### config.mk
export PLATFORM = sky130hd
export DESIGN_NAME = key_state_and_event_queue_core
export DESIGN_NICKNAME = d
export VERILOG_FILES = /design/src/rtl/ksq_pkg.sv /design/src/rtl/ksq_ring.sv /design/src/rtl/ksq_keymap.sv /design/src/rtl/key_state_and_event_queue_core.sv
export SDC_FILE = /design/constraint.sdc
export NUM_CORES = 1
export LEC_CHECK = 0
export BUFFER_PORTS_ARGS = -buffer_cell sky130_fd_sc_hd__buf_2
export CAP_MARGIN = 20
export CORE_MARGIN = 8
export CORE_UTILIZATION = 60
export DETAILED_ROUTE_END_ITERATION = 10
export PLACE_DENSITY = 0.86
export SYNTH_ARGS = -nofsm -noshare
export SYNTH_HDL_FRONTEND = slang
export SYNTH_SLANG_ARGS = --single-unit
### constraint.sdc
create_clock -name clk_i -period 8.2 [get_ports clk_i]
set_input_delay 1.23 -clock clk_i [delete_from_list [all_inputs] [get_ports clk_i]]
set_output_delay 1.23 -clock clk_i [all_outputs]
set_load 0.05 [all_outputs]
### src/rtl/ksq_pkg.sv
// Shared types and constants for the key state and event queue core.
// No dependencies; imported by every module of the block.
package ksq_pkg;

  localparam int KEY_W           = 8;
  localparam int CHAR_W          = 8;
  localparam int EVENT_W         = KEY_W + 1;
  localparam int NUM_KEYS        = 1 << KEY_W;
  localparam int QUEUE_DEPTH_DEF = 16;

  typedef enum logic [3:0] {
    ACT_PRESS       = 4'd0,
    ACT_RELEASE     = 4'd1,
    ACT_CHAR        = 4'd2,
    ACT_READ_EVENT  = 4'd3,
    ACT_READ_CHAR   = 4'd4,
    ACT_QUERY       = 4'd5,
    ACT_FLUSH_EVENT = 4'd6,
    ACT_FLUSH_CHAR  = 4'd7,
    ACT_FLUSH_BOTH  = 4'd8,
    ACT_CLEAR_MAP   = 4'd9
  } ksq_action_e;

  typedef struct packed {
    logic push;
    logic pop;
    logic flush;
  } ksq_ring_ctl_t;

  typedef struct packed {
    logic set;
    logic clr;
    logic clear_all;
  } ksq_map_ctl_t;

endpackage

### src/rtl/ksq_ring.sv
// Bounded ring queue; a push into a full queue overwrites the oldest word.
// Depends on ksq_pkg for the control struct.
module ksq_ring import ksq_pkg::*; #(
  parameter int DEPTH = QUEUE_DEPTH_DEF,
  parameter int WIDTH = CHAR_W
) (
  input  logic                 clk_i,
  input  logic                 rst_ni,
  input  ksq_ring_ctl_t        ctl_i,
  input  logic [WIDTH-1:0]     wdata_i,
  output logic [WIDTH-1:0]     rdata_o,
  output logic                 pop_ok_o,
  output logic                 empty_o
);

  localparam int PTR_W = (DEPTH > 1) ? $clog2(DEPTH) : 1;
  localparam int CNT_W = $clog2(DEPTH + 1);
  localparam int SUM_W = CNT_W + 1;

  logic [WIDTH-1:0] mem_q [DEPTH];
  logic [PTR_W-1:0] head_q, head_d, head_inc, wr_idx;
  logic [CNT_W-1:0] count_q, count_d;
  logic [SUM_W-1:0] tail_sum;
  logic             full, pop_ok;

  assign full     = (count_q == CNT_W'(DEPTH));
  assign pop_ok   = ctl_i.pop && (count_q != '0);
  assign head_inc = (head_q == PTR_W'(DEPTH - 1)) ? '0 : head_q + PTR_W'(1);

  always_comb begin
    tail_sum = SUM_W'(head_q) + SUM_W'(count_q);
    if (tail_sum >= SUM_W'(DEPTH)) begin
      tail_sum = tail_sum - SUM_W'(DEPTH);
    end
    wr_idx = full ? head_q : tail_sum[PTR_W-1:0];
  end

  always_comb begin
    head_d  = head_q;
    count_d = count_q;
    if (ctl_i.flush) begin
      head_d  = '0;
      count_d = '0;
    end else if (ctl_i.push) begin
      if (full) begin
        head_d = head_inc;
      end else begin
        count_d = count_q + CNT_W'(1);
      end
    end else if (pop_ok) begin
      head_d  = head_inc;
      count_d = count_q - CNT_W'(1);
    end
  end

  always_ff @(posedge clk_i or negedge rst_ni) begin
    if (!rst_ni) begin
      head_q  <= '0;
      count_q <= '0;
    end else begin
      head_q  <= head_d;
      count_q <= count_d;
    end
  end

  always_ff @(posedge clk_i) begin
    if (ctl_i.push && !ctl_i.flush) begin
      mem_q[wr_idx] <= wdata_i;
    end
  end

  assign rdata_o  = pop_ok ? mem_q[head_q] : '0;
  assign pop_ok_o = pop_ok;
  assign empty_o  = (count_d == '0);

endmodule

### src/rtl/ksq_keymap.sv
// Key-down bitmap: one flop per key code, cleared at reset or on request.
// Depends on ksq_pkg for widths and the control struct.
module ksq_keymap import ksq_pkg::*; (
  input  logic             clk_i,
  input  logic             rst_ni,
  input  ksq_map_ctl_t     ctl_i,
  input  logic [KEY_W-1:0] key_i,
  output logic             key_down_o
);

  logic [NUM_KEYS-1:0] map_q, map_d;

  always_comb begin
    map_d = map_q;
    if (ctl_i.clear_all) begin
      map_d = '0;
    end else if (ctl_i.set) begin
      map_d[key_i] = 1'b1;
    end else if (ctl_i.clr) begin
      map_d[key_i] = 1'b0;
    end
  end

  always_ff @(posedge clk_i or negedge rst_ni) begin
    if (!rst_ni) begin
      map_q <= '0;
    end else begin
      map_q <= map_d;
    end
  end

  // state after this step
  assign key_down_o = map_d[key_i];

endmodule

### src/rtl/key_state_and_event_queue_core.sv
// Top level of the key state and event queue core.
// Depends on ksq_pkg, ksq_ring and ksq_keymap.
//
// Usage:
//   Input channel: in_valid_i / in_stall_o carry one command word
//   (action_i, key_code_i, char_code_i). Output channel: out_valid_o /
//   out_stall_i carry one result word per command. A word moves on a
//   rising edge where valid is high and stall is low.
//   Every command yields exactly one result word, in command order.
//   The result passes the input register, then the result register,
//   before it is presented. Throughput: one command per cycle while
//   the receiver does not stall; the queues and key map update in the
//   single pass between the two registers.
//   When the receiver stalls, the result register holds its word; an
//   empty input register still takes one more command. While the input
//   register holds a command, in_stall_o is high until the result is taken.
//   Reset (rst_ni low, async) empties both queues, releases every key and
//   clears the valid bits of both pipeline registers. Queue storage is not
//   cleared; entries are only read after being written.
module key_state_and_event_queue_core import ksq_pkg::*; #(
  parameter int QUEUE_DEPTH = QUEUE_DEPTH_DEF
) (
  input  logic              clk_i,
  input  logic              rst_ni,
  input  logic              in_valid_i,
  output logic              in_stall_o,
  input  logic [3:0]        action_i,
  input  logic [KEY_W-1:0]  key_code_i,
  input  logic [CHAR_W-1:0] char_code_i,
  output logic              out_valid_o,
  input  logic              out_stall_i,
  output logic              event_valid_o,
  output logic              event_is_press_o,
  output logic [KEY_W-1:0]  event_key_o,
  output logic [CHAR_W-1:0] char_value_o,
  output logic              key_down_o,
  output logic              events_empty_o,
  output logic              chars_empty_o
);

  logic              in_vld_q;
  ksq_action_e       act_q;
  logic [KEY_W-1:0]  key_q;
  logic [CHAR_W-1:0] chr_q;

  logic out_ready, fire, in_take;

  ksq_ring_ctl_t ev_ctl, ch_ctl;
  ksq_map_ctl_t  map_ctl;

  logic [EVENT_W-1:0] ev_rdata;
  logic [CHAR_W-1:0]  ch_rdata;
  logic               ev_pop_ok, ch_pop_ok, ev_empty, ch_empty, key_down;

  logic              out_vld_q;
  logic              ev_vld_q, ev_press_q, key_down_q, ev_empty_q, ch_empty_q;
  logic [KEY_W-1:0]  ev_key_q;
  logic [CHAR_W-1:0] ch_val_q;

  assign out_ready  = !out_vld_q || !out_stall_i;
  assign fire       = in_vld_q && out_ready;
  assign in_stall_o = in_vld_q && !out_ready;
  assign in_take    = in_valid_i && !in_stall_o;

  always_ff @(posedge clk_i or negedge rst_ni) begin
    if (!rst_ni) begin
      in_vld_q <= 1'b0;
    end else if (in_take) begin
      in_vld_q <= 1'b1;
    end else if (fire) begin
      in_vld_q <= 1'b0;
    end
  end

  always_ff @(posedge clk_i) begin
    if (in_take) begin
      act_q <= ksq_action_e'(action_i);
      key_q <= key_code_i;
      chr_q <= char_code_i;
    end
  end

  // command decode
  always_comb begin
    ev_ctl  = '0;
    ch_ctl  = '0;
    map_ctl = '0;
    if (fire) begin
      case (act_q)
        ACT_PRESS: begin
          map_ctl.set = 1'b1;
          ev_ctl.push = 1'b1;
        end
        ACT_RELEASE: begin
          map_ctl.clr = 1'b1;
          ev_ctl.push = 1'b1;
        end
        ACT_CHAR:        ch_ctl.push = 1'b1;
        ACT_READ_EVENT:  ev_ctl.pop  = 1'b1;
        ACT_READ_CHAR:   ch_ctl.pop  = 1'b1;
        ACT_FLUSH_EVENT: ev_ctl.flush = 1'b1;
        ACT_FLUSH_CHAR:  ch_ctl.flush = 1'b1;
        ACT_FLUSH_BOTH: begin
          ev_ctl.flush = 1'b1;
          ch_ctl.flush = 1'b1;
        end
        ACT_CLEAR_MAP:   map_ctl.clear_all = 1'b1;
        default: ;
      endcase
    end
  end

  ksq_ring #(
    .DEPTH (QUEUE_DEPTH),
    .WIDTH (EVENT_W)
  ) u_ev_ring (
    .clk_i    (clk_i),
    .rst_ni   (rst_ni),
    .ctl_i    (ev_ctl),
    .wdata_i  ({map_ctl.set, key_q}),
    .rdata_o  (ev_rdata),
    .pop_ok_o (ev_pop_ok),
    .empty_o  (ev_empty)
  );

  ksq_ring #(
    .DEPTH (QUEUE_DEPTH),
    .WIDTH (CHAR_W)
  ) u_ch_ring (
    .clk_i    (clk_i),
    .rst_ni   (rst_ni),
    .ctl_i    (ch_ctl),
    .wdata_i  (chr_q),
    .rdata_o  (ch_rdata),
    .pop_ok_o (ch_pop_ok),
    .empty_o  (ch_empty)
  );

  ksq_keymap u_keymap (
    .clk_i      (clk_i),
    .rst_ni     (rst_ni),
    .ctl_i      (map_ctl),
    .key_i      (key_q),
    .key_down_o (key_down)
  );

  always_ff @(posedge clk_i or negedge rst_ni) begin
    if (!rst_ni) begin
      out_vld_q <= 1'b0;
    end else if (fire) begin
      out_vld_q <= 1'b1;
    end else if (!out_stall_i) begin
      out_vld_q <= 1'b0;
    end
  end

  always_ff @(posedge clk_i) begin
    if (fire) begin
      ev_vld_q   <= ev_pop_ok;
      ev_press_q <= ev_rdata[EVENT_W-1];
      ev_key_q   <= ev_rdata[KEY_W-1:0];
      ch_val_q   <= ch_pop_ok ? ch_rdata : '0;
      key_down_q <= key_down;
      ev_empty_q <= ev_empty;
      ch_empty_q <= ch_empty;
    end
  end

  assign out_valid_o      = out_vld_q;
  assign event_valid_o    = ev_vld_q;
  assign event_is_press_o = ev_press_q;
  assign event_key_o      = ev_key_q;
  assign char_value_o     = ch_val_q;
  assign key_down_o       = key_down_q;
  assign events_empty_o   = ev_empty_q;
  assign chars_empty_o    = ch_empty_q;

endmodule

==> results.cfg <==
[outcome]
status = complete, no violations

[floorplan]
core_region_area_sq_um = 46600
fp.dieW_um = 233
rows = 79
dieArea_sq_um = 54400
io_pins = 47
floorplan.initialDensity_pct = 60.8
fp.dieH_um = 233

[worst_setup_path]
critPathCapture = key_down_o$_DFFE_PP_
cp_data_required_time_ns = 8.59
arrival_ns = 5.44
crit_chain = buf_2 -> a21bo_2 -> inv_2 -> buf_4 -> nand2_1 -> o311a_1 -> o21ai_0 -> a41oi_1 -> nor4_1 -> a221oi_1 -> or4_1
regToRegStartpoint = out_valid_o$_DFFE_PN0P_
crit_type = input port to flip-flop
startpoint = out_stall_i
crit_buf_inv = 3
slowest_delay_ns = 0.73
end_kind = flip-flop
r2r_cells = 10
crit_path_start_kind = input port
cpMaxStageDelayCell = nand2_1
crit_cells = 11
cp_max_fo = 36
r2r_end = key_down_o$_DFFE_PP_
r2r_slack_ns = 3.41
critPathTopFamily = simple AND/OR/NAND/NOR gates

[cells_and_area]
fillCellCount = 3165
layout_commonest_cell = nand2_1
final_cell_mix = nand2_1 (318), edfxtp_1 (313), a21oi_1 (294)
synthToLayoutAreaGrowth_pct = 10.7
final_nets = 2518
drive_gt1_share_pct = 15.2
final_cell_count_no_fill = 3136

[timing]
hold_ws_ns = 0.486
finClkSkew_ns = 0.0195
setup_viol = 0
tightest_slew_ns = 1.18
rsz0062_at_grt = no
max_freq_mhz = 198
period_share_pct = 61.6
finalHoldViolCount = 0
worst_slack_ns = 3.15
relSlewSlack_pct = 21.1
drv_slew = 0
fin_setup_tns_ns = 0
period_minus_slack_ns = 5.05

[worst_hold_path]
worstHoldPathCells = 1
hold_class = flip-flop to flip-flop

[pwr]
power_density_nw_per_um2 = 250
p_leak_nw = 11.4
ir_drop_v = 0.000456
finalPower_w = 0.00783

[yosys]
synthTopCellsByArea = edfxtp_1 (33%), dfrtp_1 (24%), mux4_2 (6.4%)
asyncSetResetFlopFracSynth_pct = 46.9
synth_top_area_share_pct = 33.2
syn-cell-area_sq_um = 28300
synth_cells = 2516
synthFlopType = edfxtp_1
yosysSeqAreaShare_pct = 57.6
synth_edf_count = 313
avgSynthCellArea_sq_um = 11.2
synth_top_cell_by_area = edfxtp_1
yosys_warnings = 0
yosysUniqueCellTypes = 96
syn-num-nets = 2555
ys_ff_latch = 589

[route]
wirelength_mm = 102
vias = 23700
drtAntennaViolNets = 0
drt_iter0_drc = 4193
wire_per_inst_um = 32.6
first_pass_iters = 7
drc = 0
post_drt_via_cell_ratio = 7.56

[clock_tree]
clk_latency_ns = 0.65
cts_sinks = 589
holdBufCountCts = 0
clk_path_buf_depth = 3
cts-resized-gates = 0
post-cts-setup-buffers = 0
root_buffer = clkbuf_16
clk_pin_slew_ns = 0.06
h-tree-depth = 2
cts_tree = built
numCtsBuffers = 59

[placed_design]
dp_slack_ns = 2.53
gp_routability_congestion = 0.978
dp_hpwl_mm = 58.6
io_buffers = 46
place_inst = 3016

[global_routing]
first_global_vias = 23400
grt_usage_pct = 36.9
grt_antenna_before_repair = 2
grt_max_degree = 176
gr-total-overflow = 0
grt_pass1_wl_mm = 150

[flow_run]
maxCapViolCount = 0
## through the flow
step	instance area, sq um	utilization, %
after detailed placement	29200	62.7
after CTS	31200	67.0
after global routing	31300	67.3
after floorplan	28300	-
final	31300	67.3
after global placement	29200	62.6
## cells by family after synthesis
| kind of cell | share of synthesized area [%] |
|---|---|
| compound gates | 17.7 |
| xor+xnor | 0.557 |
| fa+ha+maj | 0.716 |
| buf+inv | 3.71 |
| flops | 57.6 |
| mux | 7.42 |
| simple gates | 12.3 |
## cell usage after synthesis (9+ instances only)
master    instances
o41ai_1           9
o211ai_1         13
a22o_1           13
o22ai_1          20
buf_1            25
xor2_1            9
and3_1           10
a211oi_1         17
a22oi_1          44
and2_1           32
a21oi_1         294
nand3b_1         10
a21o_1           10
a31oi_1          15
xnor2_1           9
mux2_2           13
o31ai_1          12
buf_2            39
nor4_1           10
dfrtp_1         276
nand2b_1         16
mux2i_1          13
nand4_1          35
nand2_1         318
edfxtp_1        313
nand3_1          44
ha_1             13
clkbuf_1        167
nor3_1           24
nor2_1           90
mux4_2           81
nor2b_1          12
nor4bb_1         11
o21ai_0         287
inv_1            24
## how the worst min path moves through the flow
stage	from	endpoint	slack, ns
floorplan	in_vld_q$_DFFE_PN0P_	out_valid_o$_DFFE_PN0P_	0.44
global placement	in_vld_q$_DFFE_PN0P_	out_valid_o$_DFFE_PN0P_	0.45
detailed placement	in_vld_q$_DFFE_PN0P_	out_valid_o$_DFFE_PN0P_	0.47
CTS	in_vld_q$_DFFE_PN0P_	out_valid_o$_DFFE_PN0P_	0.49
global route	in_vld_q$_DFFE_PN0P_	out_valid_o$_DFFE_PN0P_	0.51
finish	in_vld_q$_DFFE_PN0P_	out_valid_o$_DFFE_PN0P_	0.49
## layer usage
layer | vias up | GRT usage [%] | share of wire (%)
met5 | - | 0 | 0.013
met4 | 2 | 23.4 | 7.4
met3 | 588 | 9.10 | 13
met2 | 2305 | 57.0 | 45
met1 | 11400 | 46.3 | 35
li1 | 9424 | - | -
## area by class of cell
class                           count  area [sq um]  share of cell area (%)
Clock inverter                     40           454                    1.45
Multi-Input combinational cell   1666         11100                    35.5
Sequential cell                   589         16300                    52.0
Antenna cell                        2          5.00                  0.0160
Inverter                           26          97.6                   0.311
Tap cell                          607           759                    2.42
Clock buffer                       69          1570                    5.02
Timing Repair Buffer              137          1020                    3.25
## power by group
part	internal, W	total, W	switching [W]	leakage (nW)
Combinational	0.000609	0.00162	0.00101	3.74
Clock	0.00163	0.00287	0.00123	1.01
Sequential	0.00321	0.00335	0.000133	6.68
Total	0.00545	0.00783	0.00238	11.4
## registers in the layout, summed over array words and instances, names as in the netlist, 5 cells and up
signal             count
u_keymap.map_q       256
u_ev_ring.mem_q      144
u_ch_ring.mem_q      128
char_value_o           8
chr_q                  8
event_key_o            8
key_q                  8
u_ch_ring.count_q      5
u_ev_ring.count_q      5
Note: power is estimated with default switching activity, not from simulation.
